[src/sv/slx_pkg.sv]
// Package for the source lexer: token tags, lexer modes, token record type
// and the character class and keyword lookup functions. No dependencies.
package slx_pkg;

	localparam int POSITION_BITS = 16;
	localparam int TAG_BITS      = 5;
	localparam int LEN_BITS      = 16;
	localparam int MODE_BITS     = 3;
	localparam int PREFIX_LEN    = 6;
	localparam int KW_COUNT      = 6;

	localparam logic [TAG_BITS-1:0] T_END     = 5'd0;
	localparam logic [TAG_BITS-1:0] T_ASSIGN  = 5'd1;
	localparam logic [TAG_BITS-1:0] T_BANG    = 5'd2;
	localparam logic [TAG_BITS-1:0] T_LT      = 5'd3;
	localparam logic [TAG_BITS-1:0] T_GT      = 5'd4;
	localparam logic [TAG_BITS-1:0] T_PAIR_OFS = 5'd4;
	localparam logic [TAG_BITS-1:0] T_SEMI    = 5'd9;
	localparam logic [TAG_BITS-1:0] T_PLUS    = 5'd10;
	localparam logic [TAG_BITS-1:0] T_MINUS   = 5'd11;
	localparam logic [TAG_BITS-1:0] T_STAR    = 5'd12;
	localparam logic [TAG_BITS-1:0] T_SLASH   = 5'd13;
	localparam logic [TAG_BITS-1:0] T_LBRACE  = 5'd14;
	localparam logic [TAG_BITS-1:0] T_RBRACE  = 5'd15;
	localparam logic [TAG_BITS-1:0] T_LPAREN  = 5'd16;
	localparam logic [TAG_BITS-1:0] T_RPAREN  = 5'd17;
	localparam logic [TAG_BITS-1:0] T_DECIMAL = 5'd18;
	localparam logic [TAG_BITS-1:0] T_IDENT   = 5'd19;
	localparam logic [TAG_BITS-1:0] T_KW_FIRST = 5'd20;
	localparam logic [TAG_BITS-1:0] T_ERROR   = 5'd26;

	localparam logic [MODE_BITS-1:0] M_IDLE    = 3'd0;
	localparam logic [MODE_BITS-1:0] M_OP      = 3'd1;
	localparam logic [MODE_BITS-1:0] M_NUM     = 3'd2;
	localparam logic [MODE_BITS-1:0] M_IDENT   = 3'd3;
	localparam logic [MODE_BITS-1:0] M_COMMENT = 3'd4;

	localparam logic [LEN_BITS-1:0] LEN_MAX = '1;

	typedef logic [PREFIX_LEN-1:0][7:0] word_t;

	typedef struct packed {
		logic [TAG_BITS-1:0] tag;
		logic [LEN_BITS-1:0] length;
		logic [LEN_BITS-1:0] start;
		logic                last;
	} tok_t;

	typedef struct packed {
		logic v0;
		logic v1;
		tok_t t0;
		tok_t t1;
	} res_pair_t;

	localparam word_t KW_CHR [KW_COUNT] = '{
		{"n", "r", "u", "t", "e", "r"},
		{8'h00, 8'h00, 8'h00, "t", "n", "i"},
		{8'h00, 8'h00, "e", "u", "r", "t"},
		{8'h00, "e", "s", "l", "a", "f"},
		{8'h00, 8'h00, 8'h00, 8'h00, "f", "i"},
		{8'h00, 8'h00, "e", "s", "l", "e"}
	};
	localparam logic [LEN_BITS-1:0] KW_LEN [KW_COUNT] = '{
		16'd6, 16'd3, 16'd4, 16'd5, 16'd2, 16'd4
	};

	function automatic logic is_digit(input logic [7:0] c);
		return (c >= "0") && (c <= "9");
	endfunction

	function automatic logic is_ident_start(input logic [7:0] c);
		return ((c >= "a") && (c <= "z")) || ((c >= "A") && (c <= "Z")) || (c == "_");
	endfunction

	function automatic logic is_space(input logic [7:0] c);
		return (c == " ") || (c == "\t") || (c == "\n");
	endfunction

	function automatic logic [LEN_BITS-1:0] sat_inc(input logic [LEN_BITS-1:0] v);
		return (v != LEN_MAX) ? v + 1'b1 : v;
	endfunction

	function automatic logic [TAG_BITS-1:0] lead_tag(input logic [7:0] c);
		logic [TAG_BITS-1:0] t;
		unique case (c)
			"=":     t = T_ASSIGN;
			"!":     t = T_BANG;
			"<":     t = T_LT;
			">":     t = T_GT;
			"/":     t = T_SLASH;
			default: t = T_END;
		endcase
		return t;
	endfunction

	function automatic logic [TAG_BITS-1:0] single_tag(input logic [7:0] c);
		logic [TAG_BITS-1:0] t;
		unique case (c)
			";":     t = T_SEMI;
			"+":     t = T_PLUS;
			"-":     t = T_MINUS;
			"*":     t = T_STAR;
			"{":     t = T_LBRACE;
			"}":     t = T_RBRACE;
			"(":     t = T_LPAREN;
			")":     t = T_RPAREN;
			default: t = T_END;
		endcase
		return t;
	endfunction

	// Bytes past the word length are zero, so a full prefix compare suffices.
	function automatic logic [TAG_BITS-1:0] word_tag(input word_t pfx,
			input logic [LEN_BITS-1:0] len);
		logic [TAG_BITS-1:0] t;
		t = T_IDENT;
		for (int k = KW_COUNT - 1; k >= 0; k--) begin
			if ((len == KW_LEN[k]) && (pfx == KW_CHR[k])) begin
				t = T_KW_FIRST + TAG_BITS'(k);
			end
		end
		return t;
	endfunction

endpackage

[src/sv/slx_byte_if.sv]
// Input channel of the source lexer: one source byte or end-of-source marker.
// Depends on nothing.
interface slx_byte_if;
	logic       valid;
	logic       ready;
	logic       opcode;
	logic [7:0] char_byte;

	modport source (output valid, output opcode, output char_byte, input ready);
	modport sink (input valid, input opcode, input char_byte, output ready);
endinterface

[src/sv/slx_token_if.sv]
// Output channel of the source lexer: one token per transaction.
// Depends on slx_pkg for field widths.
interface slx_token_if;
	logic                          valid;
	logic                          ready;
	logic [slx_pkg::TAG_BITS-1:0]  token_tag;
	logic [slx_pkg::LEN_BITS-1:0]  token_length;
	logic [slx_pkg::LEN_BITS-1:0]  token_start;
	logic                          last_of_run;

	modport source (output valid, output token_tag, output token_length,
		output token_start, output last_of_run, input ready);
	modport sink (input valid, input token_tag, input token_length,
		input token_start, input last_of_run, output ready);
endinterface

[src/sv/slx_core.sv]
// Lexer core: input register, lexer state and the per-byte token decision.
// Produces up to two tokens per input transaction. Depends on slx_pkg, slx_byte_if.
module slx_core (
	input  logic               clk,
	input  logic               arst_n,
	slx_byte_if.sink           source,
	input  logic               room,
	output slx_pkg::res_pair_t res
);
	import slx_pkg::*;

	logic                     valid_s1;
	logic                     opcode_s1;
	logic [7:0]               char_s1;
	logic                     proc;

	logic [POSITION_BITS-1:0] pos_q, pos_d;
	logic [MODE_BITS-1:0]     mode_q, mode_d;
	logic [LEN_BITS-1:0]      pstart_q, pstart_d;
	logic [LEN_BITS-1:0]      plen_q, plen_d;
	logic [TAG_BITS-1:0]      pop_q, pop_d;
	word_t                    pfx_q, pfx_d;

	logic                     fl_v;
	tok_t                     fl_tok;
	logic                     f_v, e_v, fresh;
	tok_t                     e_tok;
	logic [LEN_BITS-1:0]      cur_start;
	logic [TAG_BITS-1:0]      lt, st;

	assign proc = valid_s1 && room;
	assign source.ready = !valid_s1 || room;
	assign cur_start = LEN_BITS'(pos_q);
	assign lt = lead_tag(char_s1);
	assign st = single_tag(char_s1);

	always_ff @(posedge clk or negedge arst_n) begin
		if (!arst_n) begin
			valid_s1 <= 1'b0;
		end else if (source.ready) begin
			valid_s1 <= source.valid;
		end
	end

	always_ff @(posedge clk) begin
		if (source.ready && source.valid) begin
			opcode_s1 <= source.opcode;
			char_s1   <= source.char_byte;
		end
	end

	always_comb begin
		fl_v   = 1'b0;
		fl_tok = '0;
		unique case (mode_q)
			M_OP: begin
				fl_v          = 1'b1;
				fl_tok.tag    = pop_q;
				fl_tok.length = LEN_BITS'(1);
				fl_tok.start  = pstart_q;
			end
			M_NUM: begin
				fl_v          = 1'b1;
				fl_tok.tag    = T_DECIMAL;
				fl_tok.length = plen_q;
				fl_tok.start  = pstart_q;
			end
			M_IDENT: begin
				fl_v          = 1'b1;
				fl_tok.tag    = word_tag(pfx_q, plen_q);
				fl_tok.length = plen_q;
				fl_tok.start  = pstart_q;
			end
			default: begin
				fl_v = 1'b0;
			end
		endcase
	end

	always_comb begin
		pos_d    = pos_q;
		mode_d   = mode_q;
		pstart_d = pstart_q;
		plen_d   = plen_q;
		pop_d    = pop_q;
		pfx_d    = pfx_q;
		f_v      = 1'b0;
		e_v      = 1'b0;
		e_tok    = '0;
		fresh    = 1'b0;
		if (opcode_s1) begin
			f_v      = fl_v;
			e_v      = 1'b1;
			pos_d    = '0;
			mode_d   = M_IDLE;
			pstart_d = '0;
			plen_d   = '0;
			pop_d    = '0;
			pfx_d    = '0;
		end else begin
			pos_d = pos_q + 1'b1;
			unique case (mode_q)
				M_OP: begin
					if (pop_q == T_SLASH) begin
						if (char_s1 == "/") begin
							mode_d = M_COMMENT;
						end else begin
							f_v    = 1'b1;
							mode_d = M_IDLE;
							fresh  = 1'b1;
						end
					end else if ((char_s1 == "=") && (pop_q >= T_ASSIGN) && (pop_q <= T_GT)) begin
						e_v          = 1'b1;
						e_tok.tag    = pop_q + T_PAIR_OFS;
						e_tok.length = LEN_BITS'(2);
						e_tok.start  = pstart_q;
						mode_d       = M_IDLE;
					end else begin
						f_v    = 1'b1;
						mode_d = M_IDLE;
						fresh  = 1'b1;
					end
				end
				M_NUM: begin
					if (is_digit(char_s1)) begin
						plen_d = sat_inc(plen_q);
					end else begin
						f_v    = 1'b1;
						mode_d = M_IDLE;
						fresh  = 1'b1;
					end
				end
				M_IDENT: begin
					if (is_ident_start(char_s1) || is_digit(char_s1)) begin
						if (plen_q < LEN_BITS'(PREFIX_LEN)) begin
							pfx_d[plen_q[2:0]] = char_s1;
						end
						plen_d = sat_inc(plen_q);
					end else begin
						f_v    = 1'b1;
						mode_d = M_IDLE;
						fresh  = 1'b1;
					end
				end
				M_COMMENT: begin
					if (char_s1 == "\n") begin
						mode_d = M_IDLE;
					end
				end
				default: begin
					mode_d = M_IDLE;
					fresh  = 1'b1;
				end
			endcase
			if (fresh) begin
				priority if (is_space(char_s1)) begin
					mode_d = M_IDLE;
				end else if (lt != T_END) begin
					mode_d   = M_OP;
					pop_d    = lt;
					pstart_d = cur_start;
				end else if (st != T_END) begin
					e_v          = 1'b1;
					e_tok.tag    = st;
					e_tok.length = LEN_BITS'(1);
					e_tok.start  = cur_start;
				end else if (is_digit(char_s1)) begin
					mode_d   = M_NUM;
					pstart_d = cur_start;
					plen_d   = LEN_BITS'(1);
				end else if (is_ident_start(char_s1)) begin
					mode_d   = M_IDENT;
					pstart_d = cur_start;
					plen_d   = LEN_BITS'(1);
					pfx_d    = '0;
					pfx_d[0] = char_s1;
				end else begin
					e_v          = 1'b1;
					e_tok.tag    = T_ERROR;
					e_tok.length = LEN_BITS'(1);
					e_tok.start  = cur_start;
				end
			end
		end
	end

	always_comb begin
		res.v0        = proc && (f_v || e_v);
		res.v1        = proc && f_v && e_v;
		res.t0        = f_v ? fl_tok : e_tok;
		res.t0.last   = !(f_v && e_v);
		res.t1        = e_tok;
		res.t1.last   = 1'b1;
	end

	always_ff @(posedge clk or negedge arst_n) begin
		if (!arst_n) begin
			pos_q    <= '0;
			mode_q   <= M_IDLE;
			pstart_q <= '0;
			plen_q   <= '0;
			pop_q    <= '0;
			pfx_q    <= '0;
		end else if (proc) begin
			pos_q    <= pos_d;
			mode_q   <= mode_d;
			pstart_q <= pstart_d;
			plen_q   <= plen_d;
			pop_q    <= pop_d;
			pfx_q    <= pfx_d;
		end
	end

endmodule

[src/sv/slx_fifo.sv]
// Token result buffer: four entries, takes up to two tokens per cycle,
// hands out one per transaction. Depends on slx_pkg, slx_token_if.
module slx_fifo (
	input  logic               clk,
	input  logic               arst_n,
	input  slx_pkg::res_pair_t res,
	output logic               room,
	slx_token_if.source        tokens
);
	import slx_pkg::*;

	localparam int DEPTH = 4;
	localparam int PTR_BITS = $clog2(DEPTH);

	tok_t                mem_q [DEPTH];
	logic [PTR_BITS-1:0] wr_q, rd_q;
	logic [PTR_BITS:0]   cnt_q;
	logic                pop;
	tok_t                head;

	assign room = cnt_q <= (PTR_BITS+1)'(DEPTH - 2);
	assign pop  = tokens.valid && tokens.ready;
	assign head = mem_q[rd_q];

	assign tokens.valid        = cnt_q != '0;
	assign tokens.token_tag    = head.tag;
	assign tokens.token_length = head.length;
	assign tokens.token_start  = head.start;
	assign tokens.last_of_run  = head.last;

	always_ff @(posedge clk) begin
		if (res.v0) begin
			mem_q[wr_q] <= res.t0;
		end
		if (res.v1) begin
			mem_q[wr_q + 1'b1] <= res.t1;
		end
	end

	always_ff @(posedge clk or negedge arst_n) begin
		if (!arst_n) begin
			wr_q  <= '0;
			rd_q  <= '0;
			cnt_q <= '0;
		end else begin
			wr_q  <= wr_q + PTR_BITS'(res.v0) + PTR_BITS'(res.v1);
			rd_q  <= rd_q + PTR_BITS'(pop);
			cnt_q <= cnt_q + (PTR_BITS+1)'(res.v0) + (PTR_BITS+1)'(res.v1)
				- (PTR_BITS+1)'(pop);
		end
	end

endmodule

[src/sv/source_lexer_top.sv]
// Source lexer top level: byte input channel in, token channel out.
// Depends on slx_pkg, slx_byte_if, slx_token_if, slx_core, slx_fifo.
//
// Usage:
//   source : one transaction per source byte (opcode 0) or end of source
//            (opcode 1). Bytes are numbered from 0 after reset or after an
//            end-of-source transaction.
//   tokens : one transaction per token; last_of_run marks the final token
//            caused by one input transaction. An input transaction gives
//            zero, one or two tokens.
//   Path:    a token passes the input register, then the result buffer,
//            before it is offered at the token port.
//   Throughput: one input transaction per cycle while each gives at most
//            one token and the result buffer has room; a transaction with
//            two tokens takes two transactions at the single token read port.
//   Stall: the four-entry result buffer absorbs output back-pressure;
//            source.ready drops with a byte held and under two entries free.
//   Reset: arst_n clears the lexer to idle at byte offset 0 and empties
//            the buffer; no tokens are pending.
module source_lexer_top (
	input  logic        clk,
	input  logic        arst_n,
	slx_byte_if.sink    source,
	slx_token_if.source tokens
);
	import slx_pkg::*;

	res_pair_t res;
	logic      room;

	slx_core u_core (
		.clk    (clk),
		.arst_n (arst_n),
		.source (source),
		.room   (room),
		.res    (res)
	);

	slx_fifo u_fifo (
		.clk    (clk),
		.arst_n (arst_n),
		.res    (res),
		.room   (room),
		.tokens (tokens)
	);

endmodule
[src/flat_wrapper.sv]
// flat-port wrapper written by rule: the top's interface ports become plain ports
module source_lexer_top_flat import slx_pkg::*;
  (clk, arst_n, source_valid, source_opcode, source_char_byte, source_ready, tokens_valid, tokens_token_tag, tokens_token_length, tokens_token_start, tokens_last_of_run, tokens_ready);
  slx_byte_if source_i ();
  slx_token_if tokens_i ();
  input  logic clk;
  input  logic arst_n;
  input wire logic [$bits(source_i.valid)-1:0] source_valid;
  input wire logic [$bits(source_i.opcode)-1:0] source_opcode;
  input wire logic [$bits(source_i.char_byte)-1:0] source_char_byte;
  output wire logic [$bits(source_i.ready)-1:0] source_ready;
  output wire logic [$bits(tokens_i.valid)-1:0] tokens_valid;
  output wire logic [$bits(tokens_i.token_tag)-1:0] tokens_token_tag;
  output wire logic [$bits(tokens_i.token_length)-1:0] tokens_token_length;
  output wire logic [$bits(tokens_i.token_start)-1:0] tokens_token_start;
  output wire logic [$bits(tokens_i.last_of_run)-1:0] tokens_last_of_run;
  input wire logic [$bits(tokens_i.ready)-1:0] tokens_ready;
  assign source_i.valid = source_valid;
  assign source_i.opcode = source_opcode;
  assign source_i.char_byte = source_char_byte;
  assign source_ready = source_i.ready;
  assign tokens_valid = tokens_i.valid;
  assign tokens_token_tag = tokens_i.token_tag;
  assign tokens_token_length = tokens_i.token_length;
  assign tokens_token_start = tokens_i.token_start;
  assign tokens_last_of_run = tokens_i.last_of_run;
  assign tokens_i.ready = tokens_ready;
  source_lexer_top u_core (.clk(clk), .arst_n(arst_n), .source(source_i), .tokens(tokens_i));
endmodule
[config.mk]
export PLATFORM = sky130hd
export DESIGN_NAME = source_lexer_top_flat
export DESIGN_NICKNAME = d
export VERILOG_FILES = /design/src/sv/slx_pkg.sv /design/src/sv/slx_byte_if.sv /design/src/sv/slx_token_if.sv /design/src/sv/slx_core.sv /design/src/sv/slx_fifo.sv /design/src/sv/source_lexer_top.sv /design/src/flat_wrapper.sv
export SDC_FILE = /design/constraint.sdc
export NUM_CORES = 1
export LEC_CHECK = 0
export BUFFER_PORTS_ARGS = -buffer_cell sky130_fd_sc_hd__buf_2
export CORE_MARGIN = 2
export CORE_UTILIZATION = 60
export CTS_CLUSTER_DIAMETER = 120
export DETAILED_ROUTE_END_ITERATION = 7
export GPL_ROUTABILITY_DRIVEN = 1
export PLACE_DENSITY = 0.78
export SYNTH_ARGS = -nofsm -noshare
export SYNTH_HDL_FRONTEND = slang
export SYNTH_SLANG_ARGS = --single-unit
export TNS_END_PERCENT = 10
[constraint.sdc]
create_clock -name clk -period 12 [get_ports clk]
set_input_delay 1.2 -clock clk [delete_from_list [all_inputs] [get_ports clk]]
set_output_delay 1.2 -clock clk [all_outputs]
set_load 0.01 [all_outputs]
==> out/metrics.cfg, run 1 <==
[outcome]
status = completed

[detailed_routing]
wl_per_cell_um = 22.2
vias = 11500
postRouteAntennaNets = 0
routed_wl_um = 37200
first_pass_iters = 5
post-route-drc-count = 0
drtIter0Drc = 1251
vias_per_cell = 6.87

[yosys]
syn_area_um2 = 14400
ys_warn_count = 0
ys.flop_type = dfrtp_1
seq_area_frac_synth = 0.488
async_reset_ff_frac = 0.408
synth.avg_cell_area_um2 = 10.6
synth_top_area_cell = edfxtp_1
synth_area_leaders = edfxtp_1 (21%), dfrtp_1 (19%), dfxtp_1 (8.4%)
synthCells = 1351
synth_edf_count = 101
syn_nets = 1378
ys_seq_elements = 272
synth_top_area_share = 0.211
ys_types = 79

[critical_path]
ff2ff_setup_slack_ns = 6.75
startpoint_type = register
timing.rr.end = u_core.u_fifo.cnt_q[1]
cpPeakStageDelay_ns = 0.90
required_ns = 12.44
endpoint_kind = register
worst-r2r-cell-count = 11
critical_path.max_fanout = 25
crit_chain = nor4bb_1 -> o2111ai_1 -> o211a_2 -> o31a_1 -> a211oi_4 -> nor3_1 -> inv_1 -> ha_1 -> fa_1 -> inv_1 -> fa_1
cp_slowest_cell = a211oi_4
r2r-start = u_core.u_core.char_s1[4]
cp.arrival_ns = 5.68
criticalPathCategory = reg -> reg

[timing]
worst_clock_skew_ns = 0.0162
fmax_ghz = 0.191
setup_tns_ns = 0
drv_slew = 0
fin_crit_sh = 0.437
worst_pin_slew_ns = 1.27
rsz0062_at_grt = no
slew_headroom = 0.152
layout_min_cycle_time_ns = 5.25
hold_viol = 0
setup_viol = 0

[power]
switchingPower_mw = 1.29
p_leak_nw = 5.83
p_sw_frac = 0.388
internal_power_mw = 2.04
p_seq_frac = 0.370
clkPwrFrac = 0.275
comb_power_share = 0.355
p_per_area_nw_per_um2 = 213
ir_drop_mv = 0.261

[global_route]
track_usage = 0.293
grt_pass1_vias = 10900
grt_start_max_net_pins = 65
grt_pass1_wl_um = 59700
antenna_found_initial = 1
overflow = 0

[placed_design]
place.port_buffers = 52
gp_congestion = 0.970
dp_hpwl_um = 24600

[clocking]
hold_buffers = 0
clkTransAtPathRegs_ns = 0.06
cts_buffers = 29
cts.sinks = 272
cts_resized = 0
postCtsSetupRepairBufs = 0
cts_buffer_depth = 3
clock_latency_ns = 0.57
htreeDepth = 1
cts_tree = done
cts-root-buf = clkbuf_16

[floorplanning]
start_util = 0.612
rows = 56
pin_count = 53
die_area_um2 = 25200
die_w_um = 159
core_area_um2 = 23500
fp.dieH_um = 159

[run]
drv_cap = 0

[cells_and_area]
post-route-util = 0.666
layout.nets = 1360
n_antenna_cell = 0
syn_to_final_growth_pct = 8.82
drive_gt1_frac = 0.133

[hold_path]
hp-class = reg -> reg
holdPathEnd = u_core.u_fifo.mem_q[2][25]
hp-start = u_core.u_fifo.mem_q[2][25]
hold_depth = 2

-- worst max path at each step --
stage | startpoint | endpoint | cells past startpoint
CTS | u_core.u_core.char_s1[4] | u_core.u_fifo.cnt_q[1] | 11
global route | u_core.u_core.char_s1[4] | u_core.u_fifo.cnt_q[1] | 11
floorplan | u_core.u_core.char_s1[7] | u_core.u_fifo.cnt_q[1] | 15
finish | u_core.u_core.char_s1[4] | u_core.u_fifo.cnt_q[1] | 11
detailed placement | u_core.u_core.char_s1[4] | u_core.u_fifo.cnt_q[1] | 11
global placement | u_core.u_core.char_s1[4] | u_core.u_fifo.cnt_q[1] | 11
-- sequential cells by signal (all words and copies together), names as in the netlist --
| name | cells |
|---|---|
| u_core.u_core.opcode_s1 | 1 |
| u_core.u_core.pop_q | 4 |
| u_core.u_core.cur_start | 16 |
| u_core.u_fifo.wr_q | 2 |
| u_core.u_core.valid_s1 | 1 |
| u_core.u_fifo.cnt_q | 3 |
| u_core.u_core.mode_q | 3 |
| u_core.u_core.char_s1 | 8 |
| u_core.u_core.pfx_q | 48 |
| u_core.u_core.pstart_q | 16 |
| u_core.u_fifo.rd_q | 2 |
| u_core.u_fifo.mem_q | 152 |
| u_core.u_core.plen_q | 16 |
-- per-stage QoR --
stage | instances | hold slack, ns | setup WS (ns) | total power [mW] | instance area (um^2)
after floorplan | 1351 | 0.443 | 8.06 | 2.08 | 14400
after global placement | 1621 | 0.459 | 6.85 | 2.38 | 14700
after detailed placement | 1621 | 0.466 | 6.81 | 2.42 | 14700
after CTS | 1673 | 0.474 | 6.81 | 3.33 | 15600
after global routing | 1673 | 0.500 | 6.44 | 3.49 | 15600
final | 1673 | 0.475 | 6.75 | 3.33 | 15600
-- cell families after synthesis --
| logic type | share of synthesized area |
|---|---|
| buffers and inverters | 0.0477 |
| AOI/OAI and AO/OA | 0.206 |
| DFF | 0.488 |
| adders and majority gates | 0.0138 |
| muxes | 0.0738 |
| and+or+nand+nor | 0.160 |
| xor gates and xnor gates | 0.00976 |
-- layer usage --
layer / global-route usage / part of all wire / up-vias
met1: 0.428 / 0.42 / 5637
met5: 0 / 0 / -
met4: 0.0826 / 0.028 / 0
met2: 0.454 / 0.46 / 597
met3: 0.0504 / 0.092 / 79
li1: - / - / 5188
-- final cells by class --
cell class                 instances  area [um^2]
clock buffer                      38          790
clock inverter                    14          186
fill                            1773         7850
inverter                          39          146
multi-input combinational        922         6700
sequential                       272         7010
tap                              319          399
timing repair buffer              69          390
-- critical path: cells and delay by family (launching register included) --
kind / cells / cell delay [ns]
DFF: 1 / 0.89
adders and majority gates: 3 / 1.02
and+or+nand+nor: 2 / 0.99
buffers and inverters: 2 / 0.20
AOI/OAI and AO/OA: 4 / 1.99
-- cell usage after synthesis (all sizes together), types with 19 or more instances --
library cell / instances
and2: 35
dfrtp: 111
nor3: 27
o21ai: 104
clkbuf: 77
edfxtp: 101
inv: 39
nand2: 76
mux4: 38
nor2: 63
a21oi: 64
or3: 19
buf: 41
dfxtp: 60
nor4: 19
o22ai: 23
nand3: 67
a22o: 125
-- power groups by stage --
stage,combinational (mW),sequential (mW),clock (mW)
finish,1.18,1.23,0.915
global placement,1.15,1.24,0
global route,1.28,1.25,0.960
floorplan,0.900,1.18,0
detailed placement,1.17,1.25,0
CTS,1.17,1.23,0.923
-- cell usage in the layout (no fill, tap or decap), types with 6 or more instances in the layout --
master / Yosys / final
a31oi_1: 15 / 15
mux4_2: 38 / 38
nor3b_1: 8 / 8
a22o_1: 125 / 125
nand3_1: 66 / 66
o21ai_0: 82 / 82
nand2_1: 76 / 76
buf_2: 20 / 51
nor3_1: 25 / 24
nor2b_1: 9 / 8
o21ai_1: 22 / 22
buf_4: 3 / 18
o41ai_1: 18 / 18
o31a_1: 8 / 8
dfrtp_1: 111 / 110
xnor2_1: 11 / 11
nor4b_1: 9 / 9
clkbuf_1: 77 / 6
o22ai_1: 23 / 23
ha_1: 11 / 11
edfxtp_1: 101 / 101
and2_1: 34 / 34
nand4_1: 16 / 16
dfxtp_1: 60 / 60
or4_1: 6 / 6
nor4_1: 18 / 18
nand4b_1: 11 / 11
mux2i_1: 17 / 17
nand2b_1: 9 / 8
a32oi_1: 16 / 16
clkbuf_16: 0 / 29
or3_1: 19 / 19
nor2_1: 58 / 58
a21oi_1: 63 / 62
inv_1: 39 / 39
and3_1: 12 / 12
No activity file was read; power rests on OpenSTA's default activity.
==> run 2, diff against run 1 <==
Settings changed: CORE_UTILIZATION 60 to 57, PLACE_DENSITY 0.78 to 0.77.
Clock period 12 ns to 4.3 ns, I/O delays scaled along.
==> run 2 against run 1 <==
Effect of this change:
- cell count is 2.9% higher
- first-iteration DRC count rose by 8.8%
- combinational power grew to 3.0 times the previous value
- critical path depth decreased by 1
- die area increased by 5.1%
- sequential power rose to 2.8 times the previous value
- register-to-register slack got worse by 6.3 ns
- routed wire length up 5.1%
- worst hold slack worse by 0.43 ns
- global-route usage grew 0.55 points
- sequential share of layout area shrank 1.0 points
- cell area is 2.3% higher
- largest power group is now combinational logic
==> out/metrics.cfg, run 2 (synthesis gave the netlist of run 1 again) <==
[critical_path]
endpoint_kind = register  ; unchanged
startpoint_type = register  ; unchanged
cpPeakStageDelay_ns = 0.64  ; was 0.90 ns
cp.arrival_ns = 4.10  ; was 5.68 ns
cp_slowest_cell = edfxtp_1  ; was a211oi_4
cp_top_family = compound AO/OA/AOI/OAI gates  ; unchanged
path_buf_inv = 3  ; was 2
crit_chain = and2_1 -> o2111ai_1 -> a211oi_1 -> o31a_1 -> buf_4 -> a211o_1 -> buf_4 -> nand2_1 -> nand2_1 -> buf_4  ; was nor4bb_1 -> o2111ai_1 -> o211a_2 -> o31a_1 -> a211oi_4 -> nor3_1 -> inv_1 -> ha_1 -> fa_1 -> inv_1 -> fa_1
critical_path.max_fanout = 40  ; was 25
path_common_cell = buf_4
criticalPathCategory = reg -> reg  ; unchanged
required_ns = 4.57  ; was 12.44 ns

[timing]
setup_viol = 0  ; unchanged
worst_pin_slew_ns = 0.952  ; was 1.27 ns
layout_min_cycle_time_ns = 3.83  ; was 5.25 ns
fin_crit_sh = 0.891  ; was 0.437
drv_slew = 0  ; unchanged
worst_clock_skew_ns = 0.0292  ; was 0.0162 ns
setup_tns_ns = 0  ; unchanged
slew_headroom = 0.363  ; was 0.152
hold_viol = 0  ; unchanged
fmax_ghz = 0.261  ; was 0.191 GHz
whs_ns = 0.0468  ; was 0.475 ns
rsz0062_at_grt = no  ; unchanged

[power]
internal_power_mw = 5.91  ; was 2.04 mW
ir_drop_mv = 0.391  ; was 0.261 mV
p_sw_frac = 0.390  ; was 0.388
p_per_area_nw_per_um2 = 606  ; was 213 nW/um^2
p_leak_nw = 6.05  ; was 5.83 nW
switchingPower_mw = 3.78  ; was 1.29 mW
p_seq_frac = 0.351  ; was 0.370
comb_power_share = 0.368  ; was 0.355
clkPwrFrac = 0.281  ; was 0.275

[cells_and_area]
fill_cells = 1973  ; was 1773
layout_common_cells = a22o_1 (125), dfrtp_1 (110), edfxtp_1 (101), o21ai_0 (82), nand2_1 (76)  ; unchanged
ff_latch_area_um2 = 7010  ; unchanged
drive_gt1_frac = 0.157  ; was 0.133
n_antenna_cell = 0  ; unchanged
layout_commonest_cell = a22o_1  ; unchanged
largest_register_ffs = 152  ; unchanged
multi_input_area_um2 = 6700  ; unchanged
syn_to_final_growth_pct = 11.3  ; was 8.82%
regMostFlops = u_core.u_fifo.mem_q  ; unchanged
reg_top3 = u_core.u_fifo.mem_q: 152 flops, u_core.u_core.pfx_q: 48 flops  ; unchanged
layout.nets = 1395  ; was 1360

[floorplanning]
rows = 58  ; was 56
pin_count = 53  ; unchanged
core_area_um2 = 25000  ; was 23500 um^2
fp.dieH_um = 163  ; was 159 um
start_util = 0.575  ; was 0.612
die_w_um = 163  ; was 159 um
die_area_um2 = 26500  ; was 25200 um^2

[clocking]
postCtsSetupRepairBufs = 0  ; unchanged
cts_buffers = 29  ; unchanged
clkTransAtPathRegs_ns = 0.06  ; about the same
cts_tree = done  ; unchanged
cts_resized = 0  ; unchanged
cts-root-buf = clkbuf_16  ; unchanged
cts.sinks = 272  ; unchanged
clock_latency_ns = 0.58  ; was 0.57 ns
htreeDepth = 1  ; unchanged
cts_buffer_depth = 3  ; unchanged

[detailed_routing]
postRouteAntennaNets = 0  ; unchanged
first_pass_iters = 6  ; was 5
post-route-drc-count = 0  ; unchanged
vias = 11900  ; was 11500
vias_per_cell = 6.93  ; was 6.87
drtIter0Drc = 1361  ; was 1251
wl_per_cell_um = 22.7  ; was 22.2 um
routed_wl_um = 39100  ; was 37200 um

[global_route]
track_usage = 0.298  ; was 0.293
grt_pass1_wl_um = 62600  ; was 59700 um
antenna_found_initial = 0  ; was 1
grt_pass1_vias = 11500  ; was 10900
overflow = 0  ; unchanged
grt_start_max_net_pins = 62  ; was 65

[placed_design]
gp_congestion = 0.944  ; was 0.970
place.port_buffers = 52  ; unchanged
dp_hpwl_um = 26200  ; was 24600 um

[outcome]
status = completed  ; unchanged

[hold_path]
hp-class = in -> reg  ; was reg -> reg

[run]
drv_cap = 0  ; unchanged

## run 2: path summary, 6_finish.rpt
check,from,to,slack [ns],cells past startpoint
worst max register to register,u_core.u_core.char_s1[1],u_core.u_fifo.mem_q[2][4],0.47,10
worst min-delay path,source_char_byte[7],u_core.u_core.char_s1[7],0.05,1
max in group asynchronous,arst_n,u_core.u_core.cur_start[10],2.89,3
worst min register to register,u_core.u_fifo.rd_q[1],u_core.u_fifo.rd_q[1],0.47,1
min in group asynchronous,arst_n,u_core.u_core.pfx_q[9],0.29,2
worst max-delay path,u_core.u_core.char_s1[1],u_core.u_fifo.mem_q[2][4],0.47,10
## run 2: cell type report
cell class / count / share of cell area
flip-flops and latches: 272 / 0.439
multi-input cells: 922 / 0.419
clock buffers: 35 / 0.0506
repair buffers: 104 / 0.0410
well taps: 330 / 0.0258
clock inverters: 19 / 0.0153
inverters: 39 / 0.00916
## run 2: per-stage QoR
| stage | area, um^2 | cells | utilization | setup WS, ns | total power [mW] |
|---|---|---|---|---|---|
| after CTS | 16000 | 1721 | 0.640 | 0.514 | 9.65 |
| after global placement | 14900 | 1666 | 0.598 | 0.598 | 6.85 |
| after detailed placement | 14900 | 1666 | 0.598 | 0.529 | 6.94 |
| final | 16000 | 1721 | 0.640 | 0.468 | 9.69 |
| after floorplan | 14400 | 1351 | - | 0.361 | 5.81 |
| after global routing | 16000 | 1721 | 0.640 | 0.223 | 10.1 |
## run 2: power by group through the flow
stage / Combinational [mW] / Sequential (mW) / Clock [mW]
detailed placement: 3.51 / 3.44 / 0
global placement: 3.44 / 3.41 / 0
floorplan: 2.51 / 3.30 / 0
finish: 3.57 / 3.40 / 2.72
global route: 3.84 / 3.44 / 2.85
CTS: 3.52 / 3.39 / 2.74
## run 2: repair_timing
| item | CTS | global route |
|---|---|---|
| endpoints found under the hold margin | 20 | 0 |
| setup endpoints to repair | 0 | 0 |
| hold buffers | 1 | 0 |
## run 2: metal layers
| metal | routed length, um | up-vias | share of wire | track usage |
|---|---|---|---|---|
| met5 | 0 | - | 0 | 0 |
| met4 | 991 | 0 | 0.025 | 0.0921 |
| met3 | 3790 | 98 | 0.097 | 0.0522 |
| met2 | 18100 | 668 | 0.46 | 0.466 |
| met1 | 16200 | 5899 | 0.42 | 0.428 |
| li1 | - | 5263 | - | - |
==> run 3, diff against run 2 <==
Settings changed: CTS_CLUSTER_DIAMETER 120 to default.
Clock period 4.3 ns to 3.4 ns, I/O delays scaled along.
==> run 3 against run 2 <==
Effect of this change:
- via count up 0.28%
- global-route usage up 0.48 points
- maximum frequency up 15%
- total power up 28%
- count of clock-buffer cells in the layout up 3
- clock skew up 0.0074 ns
- largest cell class unchanged
- largest power group unchanged
==> out/metrics.cfg, run 3 (synthesis gave the netlist of run 1 again) <==
[detailed_routing]
post-route-drc-count = 0  ; unchanged
vias = 12000  ; was 11900
wl_per_cell_um = 22.5  ; was 22.7 um
routed_wl_um = 40300  ; was 39100 um
vias_per_cell = 6.68  ; was 6.93
drtIter0Drc = 1207  ; was 1361
first_pass_iters = 6  ; unchanged
postRouteAntennaNets = 0  ; unchanged

[timing]
hold_viol = 0  ; unchanged
fin_crit_sh = 0.980  ; was 0.891
slew_headroom = 0.366  ; was 0.363
fmax_ghz = 0.300  ; was 0.261 GHz
worst_pin_slew_ns = 0.949  ; was 0.952 ns
setup_tns_ns = 0  ; unchanged
setup_viol = 0  ; unchanged
drv_slew = 0  ; unchanged
layout_min_cycle_time_ns = 3.33  ; was 3.83 ns
worst_clock_skew_ns = 0.0366  ; was 0.0292 ns
worst_slack_ns = 0.0672  ; was 0.468 ns
rsz0062_at_grt = yes  ; was no

[power]
p_seq_frac = 0.347  ; was 0.351
clkPwrFrac = 0.243  ; was 0.281
comb_power_share = 0.410  ; was 0.368
p_per_area_nw_per_um2 = 748  ; was 606 nW/um^2
switchingPower_mw = 4.91  ; was 3.78 mW
internal_power_mw = 7.50  ; was 5.91 mW
finalPower_mw = 12.4  ; was 9.69 mW
ir_drop_mv = 0.531  ; was 0.391 mV
p_leak_nw = 6.35  ; was 6.05 nW
p_sw_frac = 0.396  ; was 0.390

[critical_path]
cp_slowest_cell = or4_4  ; was edfxtp_1
required_ns = 3.83  ; was 4.57 ns
timing.rr.end = u_core.u_fifo.cnt_q[1]  ; was u_core.u_fifo.mem_q[2][4]
path_common_cell = inv_2  ; was buf_4
critical_path.max_fanout = 4  ; was 40
cp.arrival_ns = 3.77  ; was 4.10 ns
path_buf_inv = 2  ; was 3
cpPeakStageDelay_ns = 0.59  ; was 0.64 ns
crit_chain = ha_1 -> nand4b_1 -> or4_4 -> o211a_4 -> o31a_1 -> a211oi_4 -> nor3_4 -> inv_2 -> ha_4 -> fa_2 -> inv_2 -> fa_1  ; was and2_1 -> o2111ai_1 -> a211oi_1 -> o31a_1 -> buf_4 -> a211o_1 -> buf_4 -> nand2_1 -> nand2_1 -> buf_4
cp.depth = 12  ; was 10
endpoint_kind = register  ; unchanged
worst-r2r-cell-count = 12  ; was 10
r2r-start = u_core.u_core.pop_q[2]  ; was u_core.u_core.char_s1[1]
ff2ff_setup_slack_ns = 0.07  ; was 0.47 ns
criticalPathCategory = reg -> reg  ; unchanged
startpoint_type = register  ; unchanged
crit_end = u_core.u_fifo.cnt_q[1]  ; was u_core.u_fifo.mem_q[2][4]
cp-startpoint = u_core.u_core.pop_q[2]  ; was u_core.u_core.char_s1[1]
cp_top_family = adder cells  ; was compound AO/OA/AOI/OAI gates

[clocking]
clock_latency_ns = 0.57  ; was 0.58 ns
cts-root-buf = clkbuf_16  ; unchanged
cts_buffers = 29  ; unchanged
clkTransAtPathRegs_ns = 0.07  ; was 0.06 ns
cts.sinks = 272  ; unchanged
cts_tree = done  ; unchanged
htreeDepth = 1  ; unchanged
cts_buffer_depth = 3  ; unchanged

[floorplanning]
die_area_um2 = 26500  ; unchanged
pin_count = 53  ; unchanged
die_w_um = 163  ; unchanged
fp.dieH_um = 163  ; unchanged
core_area_um2 = 25000  ; unchanged
start_util = 0.575  ; unchanged
rows = 58  ; unchanged

[hold_path]
hp-class = in -> async  ; was in -> reg

[global_route]
grt_pass1_vias = 11500  ; about the same
grt_pass1_wl_um = 63100  ; was 62600 um
antenna_found_initial = 0  ; unchanged
grt_start_max_net_pins = 112  ; was 62
track_usage = 0.303  ; was 0.298
overflow = 0  ; unchanged

[placed_design]
place.port_buffers = 52  ; unchanged
dp_slack_ns = -0.0622  ; was 0.529 ns
gp_congestion = 0.915  ; was 0.944
dp_hpwl_um = 26900  ; was 26200 um

[cells_and_area]
regMostFlops = u_core.u_fifo.mem_q  ; unchanged
layout.nets = 1464  ; was 1395
n_antenna_cell = 0  ; unchanged
fill_cells = 1919  ; was 1973
syn_to_final_growth_pct = 15.6  ; was 11.3%
layout_commonest_cell = a22o_1  ; unchanged
largest_register_ffs = 152  ; unchanged
drive_gt1_frac = 0.195  ; was 0.157
reg_top3 = u_core.u_fifo.mem_q: 152 flops, u_core.u_core.pfx_q: 48 flops  ; unchanged
layout_common_cells = a22o_1 (125), dfrtp_1 (110), buf_4 (101), edfxtp_1 (101), o21ai_0 (81)  ; was a22o_1 (125), dfrtp_1 (110), edfxtp_1 (101), o21ai_0 (82), nand2_1 (76)

[run]
drv_cap = 0  ; unchanged

[outcome]
status = completed  ; unchanged

run 3: cell types whose count changed in the layout (fill, tap and decap cells not counted), sizes merged:
cell,before,now
buf,103,162
clkbuf,35,38
clkinvlp,3,2
inv,41,40
clkinv,9,11
bufinv,5,2
dlygate4sd3,1,11
run 3: area by class of cell:
type                            count  area [um^2]  share of cell area
Inverter                           39          146             0.00882
Tap cell                          330          413              0.0249
Timing Repair Buffer              173         1320              0.0792
Clock inverter                     16          134             0.00807
Multi-Input combinational cell    922         6820               0.411
Clock buffer                       38          759              0.0458
Sequential cell                   272         7010               0.423
run 3: worst min-delay path: cells and delay by family:
family / cells / cell delay [ns]
buffers and inverters: 3 / 1.07
run 3: timing repair:
action / in CTS / in global routing
pin swaps: 1 / 2
resized for setup: 3 / 15
hold endpoints to repair: 121 / 0
setup buffers: 1 / 4
setup endpoints to repair: 100 / 214
hold buffers: 11 / 0
run 3: worst min path at each step:
stage                     slack, ns  cells past startpoint                  startpoint                    endpoint
after detailed placement       0.47                      2                      arst_n     u_core.u_core.pfx_q[37]
final                          0.38                      3                      arst_n     u_core.u_core.pfx_q[37]
after floorplan                0.04                      0                      arst_n  u_core.u_core.cur_start[0]
after global placement         0.46                      2  u_core.u_fifo.mem_q[1][30]  u_core.u_fifo.mem_q[1][30]
after global routing           0.39                      3                tokens_ready       u_core.u_fifo.rd_q[0]
after CTS                      0.39                      3                tokens_ready       u_core.u_fifo.rd_q[0]
run 3: layer usage:
| metal | GRT usage | part of all wire | wire, um | up-vias |
|---|---|---|---|---|
| met5 | 0 | 0 | 0 | - |
| met4 | 0.0865 | 0.021 | 846 | 0 |
| met3 | 0.0563 | 0.10 | 4030 | 76 |
| met2 | 0.473 | 0.46 | 18600 | 616 |
| met1 | 0.437 | 0.42 | 16900 | 5879 |
| li1 | - | - | - | 5390 |
run 3: stage by stage:
| stage | hold slack, ns | util | cell area, um^2 | cells |
|---|---|---|---|---|
| after floorplan | 0.0444 | - | 14400 | 1351 |
| after global placement | 0.459 | 0.619 | 15400 | 1720 |
| after detailed placement | 0.467 | 0.619 | 15400 | 1720 |
| after CTS | 0.393 | 0.660 | 16500 | 1786 |
| after global routing | 0.388 | 0.665 | 16600 | 1790 |
| final | 0.385 | 0.665 | 16600 | 1790 |
run 3: power by group through the flow:
| stage | Clock, mW | Sequential [mW] | Combinational [mW] |
|---|---|---|---|
| floorplan | 0 | 4.17 | 3.22 |
| global placement | 0 | 4.34 | 4.81 |
| detailed placement | 0 | 4.37 | 4.88 |
| CTS | 3.03 | 4.30 | 4.94 |
| global route | 3.17 | 4.36 | 5.42 |
| finish | 3.02 | 4.31 | 5.09 |
